`src/sv/fapu_pkg.sv`:
```
// shared types, fixed-point constants and rounding helper for the atan2 unit
package fapu_pkg;

   // internal fixed-point format: signed, 30 fraction bits
   localparam int QF = 30;
   localparam int QW = 33;
   localparam int PW = 2 * QW;

   // ratio format: unsigned Q0.16, quotient carries one integer bit
   localparam int RB = 16;
   localparam int DB = RB + 1;

   typedef logic signed [QW-1:0] q_type;
   typedef logic signed [PW-1:0] p_type;

   // per-item flags that ride along the pipeline
   typedef struct packed {
      logic undef;
      logic xzero;
      logic xneg;
      logic yneg;
      logic swap;
   } side_type;

   // coefficients, pi and pi/2 in Q.30, rounded to nearest
   localparam longint K_A0_L = (64'sd784086493 * 64'sd1073741824 + 64'sd500000000)
                               / 64'sd1000000000;
   localparam longint K_A1_L = (64'sd243049811 * 64'sd1073741824 + 64'sd500000000)
                               / 64'sd1000000000;
   localparam longint K_A2_L = (64'sd76784963 * 64'sd1073741824 + 64'sd500000000)
                               / 64'sd1000000000;
   localparam longint K_B0_L = (64'sd785534552 * 64'sd1073741824 + 64'sd500000000)
                               / 64'sd1000000000;
   localparam longint K_B1_L = (64'sd217350373 * 64'sd1073741824 + 64'sd500000000)
                               / 64'sd1000000000;
   localparam longint K_B2_L = -((64'sd139301583 * 64'sd1073741824 + 64'sd500000000)
                               / 64'sd1000000000);
   localparam longint K_B3_L = -((64'sd1449231561 * 64'sd1073741824 + 64'sd500000000)
                               / 64'sd1000000000);
   localparam longint K_PI_L = (64'sd3141592654 * 64'sd1073741824 + 64'sd500000000)
                               / 64'sd1000000000;

   localparam q_type K_A0    = q_type'(K_A0_L);
   localparam q_type K_A1    = q_type'(K_A1_L);
   localparam q_type K_A2    = q_type'(K_A2_L);
   localparam q_type K_B0    = q_type'(K_B0_L);
   localparam q_type K_B1    = q_type'(K_B1_L);
   localparam q_type K_B2    = q_type'(K_B2_L);
   localparam q_type K_B3    = q_type'(K_B3_L);
   localparam q_type K_PI    = q_type'(K_PI_L);
   localparam q_type K_HPI   = q_type'(K_PI_L / 64'sd2);
   localparam q_type Q_ONE   = q_type'(64'sd1 << QF);

   localparam logic [PW-1:0] RND_HALF = PW'(64'd1 << (QF - 1));

   // product back to Q.30, half away from zero
   function automatic q_type rnd_q30(input p_type p);
      logic [PW-1:0] mag;
      logic [PW-1:0] sh;
      mag = p[PW-1] ? PW'(-p) : PW'(p);
      sh  = (mag + RND_HALF) >> QF;
      rnd_q30 = p[PW-1] ? -q_type'(sh[QW-1:0]) : q_type'(sh[QW-1:0]);
   endfunction

endpackage

```
`src/sv/fapu_div.sv`:
```
// pipelined restoring divider, one quotient bit per stage
module fapu_div #(
   parameter int W = 16
) (
   input  logic                  clock,
   input  logic                  reset,
   input  logic                  en,
   input  logic                  in_vld,
   input  logic [W+fapu_pkg::DB-1:0] num,
   input  logic [W-1:0]          den,
   input  fapu_pkg::side_type    side_in,
   output logic                  out_vld,
   output logic [fapu_pkg::DB-1:0] quo,
   output fapu_pkg::side_type    side_out
);
   import fapu_pkg::*;

   logic           vld_ff  [0:DB];
   logic [W-1:0]   rem_ff  [0:DB];
   logic [DB-1:0]  low_ff  [0:DB];
   logic [DB-1:0]  quo_ff  [0:DB];
   logic [W-1:0]   den_ff  [0:DB];
   side_type       side_ff [0:DB];

   // load stage: top bits of the dividend are already below the divisor
   always_ff @(posedge clock) begin
      if (reset) begin
         vld_ff[0] <= 1'b0;
      end else if (en) begin
         vld_ff[0] <= in_vld;
      end
      if (en) begin
         rem_ff[0]  <= num[W+DB-1:DB];
         low_ff[0]  <= num[DB-1:0];
         quo_ff[0]  <= '0;
         den_ff[0]  <= den;
         side_ff[0] <= side_in;
      end
   end

   // one shift-compare-subtract per stage
   for (genvar k = 1; k <= DB; k++) begin : g_step
      logic [W:0] trial;
      logic       ge;
      always_comb begin
         trial = {rem_ff[k-1], low_ff[k-1][DB-k]};
         ge    = trial >= {1'b0, den_ff[k-1]};
      end
      always_ff @(posedge clock) begin
         if (reset) begin
            vld_ff[k] <= 1'b0;
         end else if (en) begin
            vld_ff[k] <= vld_ff[k-1];
         end
         if (en) begin
            rem_ff[k]  <= ge ? W'(trial - {1'b0, den_ff[k-1]}) : W'(trial);
            low_ff[k]  <= low_ff[k-1];
            quo_ff[k]  <= {quo_ff[k-1][DB-2:0], ge};
            den_ff[k]  <= den_ff[k-1];
            side_ff[k] <= side_ff[k-1];
         end
      end
   end

   assign out_vld  = vld_ff[DB];
   assign quo      = quo_ff[DB];
   assign side_out = side_ff[DB];

endmodule

```
`config.mk`:
```
export PLATFORM = sky130hd
export DESIGN_NAME = fapu_div
export DESIGN_NICKNAME = d
export VERILOG_FILES = /design/src/sv/fapu_pkg.sv /design/src/sv/fapu_div.sv
export SDC_FILE = /design/constraint.sdc
export NUM_CORES = 1
export LEC_CHECK = 0
export ABC_AREA = 0
export BUFFER_PORTS_ARGS = -buffer_cell sky130_fd_sc_hd__buf_4
export CAP_MARGIN = 20
export CORE_MARGIN = 4
export CORE_UTILIZATION = 60
export CTS_CLUSTER_SIZE = 20
export DETAILED_ROUTE_END_ITERATION = 7
export GPL_ROUTABILITY_DRIVEN = 0
export HOLD_SLACK_MARGIN = 0.05
export PLACE_DENSITY = 0.85
export SYNTH_ARGS = -nofsm -noshare
export SYNTH_HDL_FRONTEND = slang
export SYNTH_SLANG_ARGS = --single-unit
```
`constraint.sdc`:
```
create_clock -name clock -period 5 [get_ports clock]
set_clock_uncertainty 0.2 [all_clocks]
set_input_delay 0.5 -clock clock [delete_from_list [all_inputs] [get_ports clock]]
set_output_delay 0.5 -clock clock [all_outputs]
set_load 0.05 [all_outputs]
```
Word-level counts from Yosys, hierarchy flattened:

Memory sizes are Yosys's and may differ from the RTL's.
Index checks and enable logic that the tools add are counted.

* bits in writable memories: 1296
* input port bits: 58
* memories: 6
* logic and storage cells: 99
* output and inout bits: 23
* register bits after elaboration: 0

Memory list
* low_ff: depth 18, bits a word 17, read ports 17, clocked after Yosys merged registers in 0, write ports 18, line fapu_div.sv:20 `logic [DB-1:0] low_ff [0:DB];`
* quo_ff: depth 18, bits a word 17, read ports 18, clocked after Yosys merged registers in 0, write ports 18, line fapu_div.sv:21 `logic [DB-1:0] quo_ff [0:DB];`
* den_ff: depth 18, bits a word 16, read ports 17, clocked after Yosys merged registers in 0, write ports 18, line fapu_div.sv:22 `logic [W-1:0] den_ff [0:DB];`
* rem_ff: depth 18, bits a word 16, read ports 17, clocked after Yosys merged registers in 0, write ports 18, line fapu_div.sv:19 `logic [W-1:0] rem_ff [0:DB];`
* side_ff: depth 18, bits a word 5, read ports 18, clocked after Yosys merged registers in 0, write ports 18, line fapu_div.sv:23 `side_type side_ff [0:DB];`
* vld_ff: depth 18, bits a word 1, read ports 18, clocked after Yosys merged registers in 0, write ports 18, line fapu_div.sv:18 `logic vld_ff [0:DB];`

* bitwise operators: 18
* muxes and demuxes: 41
* $add $sub $neg: 17
* $lt $le $gt $ge: 17

Operator list (count)
* greater-or-equal comparator 17 x 16 -> 1 bit: 17
* two-way mux 16 bit: 17
* subtractor 16 bit: 17
* two-way mux 1 bit: 24
* OR 1 bit: 18

Depth between registers and ports, before layout:

* depth in word-level cells: 4
* mapped depth: 12
* mapped depth without buffers: 11

Worst setup path after synthesis:

OpenSTA, ideal clock, no wires.

* path kind: register -> register
* from: memory den_ff[9][1]
* to: memory rem_ff[10][10] (data pin)
* period minus slack after synthesis: 3.386 ns
* data required time: 4.540 ns
* path slack: 1.614 ns
* library setup time: 0.260 ns
* path buffers: 2
* arrival: 2.926 ns
* cell stages (with the launch flop): 13
* cell sequence: edfxtp_1 -> inv_1 -> ha_1 -> nor2b_4 -> o31a_1 -> o31a_1 -> or4b_4 -> a31o_1 -> a21oi_2 -> a31o_1 -> buf_6 -> buf_12 -> mux2_4

RTL lines (line)
* from (decl): fapu_div.sv:22
* to (decl): fapu_div.sv:19

==> flow_summary.json <==
{
  "cp.arrival_ns": 4.17,
  "drt-pass1-iter-count": 5,
  "cp.depth": 10,
  "netlist.area_leader.share_pct": 64.3,
  "cts-root-buf": "clkbuf_16",
  "crit_top_cell": "a31o_1",
  "antenna_found_initial": 0,
  "peakVddDrop_mv": 0.306,
  "wire_per_inst_um": 17.9,
  "postCtsSetupRepairBufs": 0,
  "synth_top_area_cell": "edfxtp_1",
  "htree_levels": 3,
  "io_pins": 81,
  "async_flop_share_pct": 0,
  "dp_hpwl_um": 54200,
  "grt_pass1_wl_um": 132000,
  "path_max_fanout": 10,
  "drcViolationCount": 0,
  "fmax_mhz": 251,
  "p_int_mw": 20.3,
  "clockBufferDepth": 3,
  "cp-start-kind": "flop",
  "vias_per_cell": 5.82,
  "worstPathRequired_ns": 5.19,
  "p_sw_share_pct": 32.1,
  "synth.area.top_cells": "edfxtp_1 64%, ha_1 7.6%, mux2_2 3.6%",
  "critPathMaxStageDelay_ns": 0.51,
  "tns_ns": 0,
  "rr_endpoint": "rem_ff[10][2]",
  "worstReg2RegStart": "rem_ff[9][5]",
  "syn_avg_cell_area_sq_um": 13.7,
  "rsz0062_at_grt": "no",
  "rows": 99,
  "grt_max_degree": 137,
  "hold_buffers": 55,
  "pwr-share-clk_pct": 24.1,
  "crit_start": "rem_ff[9][5]",
  "place_ws_ns": 1.05,
  "hold_path_class": "reg -> reg",
  "ys_ff_latch": 958,
  "die_x_um": 281,
  "ys_types": 72,
  "cp-end-kind": "flop",
  "cts_tree": "yes",
  "timing.final.ws_setup_ns": 1.02,
  "cp_top_family": "compound AO/OA/AOI/OAI gates",
  "fill_cells": 4776,
  "area_delta_synth_final_pct": 12.6,
  "crit_path_top_delay_cell": "or4b_4",
  "hp-start": "quo_ff[5][4]",
  "grtUsageTotal_pct": 20.6,
  "antenna_cells": 0,
  "rrSetupSlack_ns": 1.02,
  "hold_ws_ns": 0.210,
  "period_share_pct": 79.7,
  "pwr-share-seq_pct": 39.6,
  "critPathKind": "reg -> reg",
  "drtIter0Drc": 2571,
  "max-cap-violations": 0,
  "p_per_area_mw_per_mm2": 595,
  "nets": 3837,
  "clkSlewWorstSetupHoldPaths_ns": 0.06,
  "seq_area_frac_synth_pct": 64.3,
  "ys.warnings.count": 0,
  "drive_gt1_share_pct": 12.2,
  "yosys.cell_count.top_type": "edfxtp_1",
  "synth_cells": 3276,
  "tightestPinTransition_ns": 0.987,
  "cts_sinks": 958,
  "p_leak_nw": 19.7,
  "synth_ff_type": "edfxtp_1",
  "p_switching_mw": 9.63,
  "slew_headroom_pct": 34.2,
  "crit_chain": "ha_1, a211o_1, a211oi_1, nor2_1, or4b_4, a31o_1, a21oi_2, a31o_1, buf_4, mux2_2",
  "die-area_sq_mm": 0.0790,
  "maxSlewViolCount": 0,
  "endpoint": "rem_ff[10][2]",
  "io_buffers": 80,
  "crit_buf_inv": 1,
  "final-setup-viol-count": 0,
  "start_util_pct": 60.9,
  "grt_pass1_vias": 26424,
  "ff2ff_path_depth": 10,
  "wl_um": 81100,
  "fin_crit_ns": 3.98,
  "core-area_sq_mm": 0.0735,
  "syn_area_sq_mm": 0.0448,
  "synthesis.nets": 3622,
  "grt_overflow_total": 0,
  "num_vias": 26387,
  "die_y_um": 281,
  "power_frac_comb_pct": 36.4,
  "cts-resized-gates": 0,
  "synth_commonest_cells": "958 x edfxtp_1, 329 x inv_1, 272 x ha_1",
  "hold_violations": 0,
  "clock_latency_ns": 0.65,
  "status": "finished, final reports clean",
  "postRouteAntennaNets": 0,
  "synth_edf_count": 958,
  "cts_buffers": 97
}
[routing by layer]
metal	share of wire (%)	vias to the layer above	global-route usage (%)
met1	43	12721	27.4
met2	49	841	35.1
met5	0	-	0
li1	-	12646	-
met4	3.0	0	7.48
met3	5.4	179	2.96
[final cells by class]
type	count	area (sq um)	share of cell area, %
Multi-Input combinational cell	1948	14600	29.0
Tap cell	959	1200	2.38
Inverter	329	1230	2.45
Sequential cell	958	28800	57.1
Timing Repair Buffer	157	1410	2.81
Clock buffer	117	2540	5.05
Clock inverter	62	644	1.28
[sequential cells by signal (all words and copies together) (netlist names)]
register	flops
quo_ff	153
low_ff	153
rem_ff	272
vld_ff	18
den_ff	272
side_ff	90
[power by group through the flow]
stage	Clock [mW]	Sequential, mW	Combinational [mW]
after global placement	0	11.9	10.1
after detailed placement	0	12.0	10.5
final	7.21	11.9	10.9
after floorplan	0	11.7	8.33
after CTS	7.37	11.9	10.7
after global routing	7.74	12.0	12.0
[cells in the final DEF (no fill, tap or decap), drive strengths merged, types with 19 or more instances in the layout]
cell	instances
a21o	46
a21oi	217
and2	27
buf	102
clkbuf	117
clkinv	44
dlygate4sd3	55
edfxtp	958
ha	272
inv	332
mux2	152
mux2i	23
nand2	104
nand2b	35
nand3	49
nand4	38
nor2	219
nor2b	46
nor3	69
o21a	52
o21ai	143
o31a	25
o31ai	19
or3	24
xnor2	118
xor2	50
[worst min-delay path by stage]
stage / end / slack (ns) / depth (start not counted)
4_1_cts: quo_ff[9][7] / 0.21 / 0
3_3_place_gp: low_ff[11][3] / 0.20 / 0
5_1_grt: side_ff[15][1] / 0.22 / 0
2_1_floorplan: low_ff[10][0] / 0.20 / 0
6_report: quo_ff[6][5] / 0.21 / 0
3_5_place_dp: low_ff[10][1] / 0.20 / 0
[kinds of logic (layout without fill, tap and decap cells)]
logic type	Yosys count	count (layout)	share of synthesized area (%)
adder cells (fa/ha/maj)	288	288	8.32
buffers and inverters	370	665	3.21
AO/OA/AOI/OAI	643	643	9.06
multiplexers	175	175	4.42
XOR/XNOR	168	168	3.29
flip-flops	958	958	64.3
AND/OR/NAND/NOR	674	674	7.44
[metrics by stage]
step | power (mW) | area [sq um] | instances | utilization, %
6_report | 30.0 | 50400 | 4530 | 68.6
5_1_grt | 31.7 | 50400 | 4530 | 68.6
4_1_cts | 29.9 | 50400 | 4528 | 68.6
3_5_place_dp | 22.5 | 46600 | 4294 | 63.5
3_3_place_gp | 22.0 | 46600 | 4294 | 63.5
2_1_floorplan | 20.0 | 44800 | 3276 | -
Power figures use the tool's default switching activity.
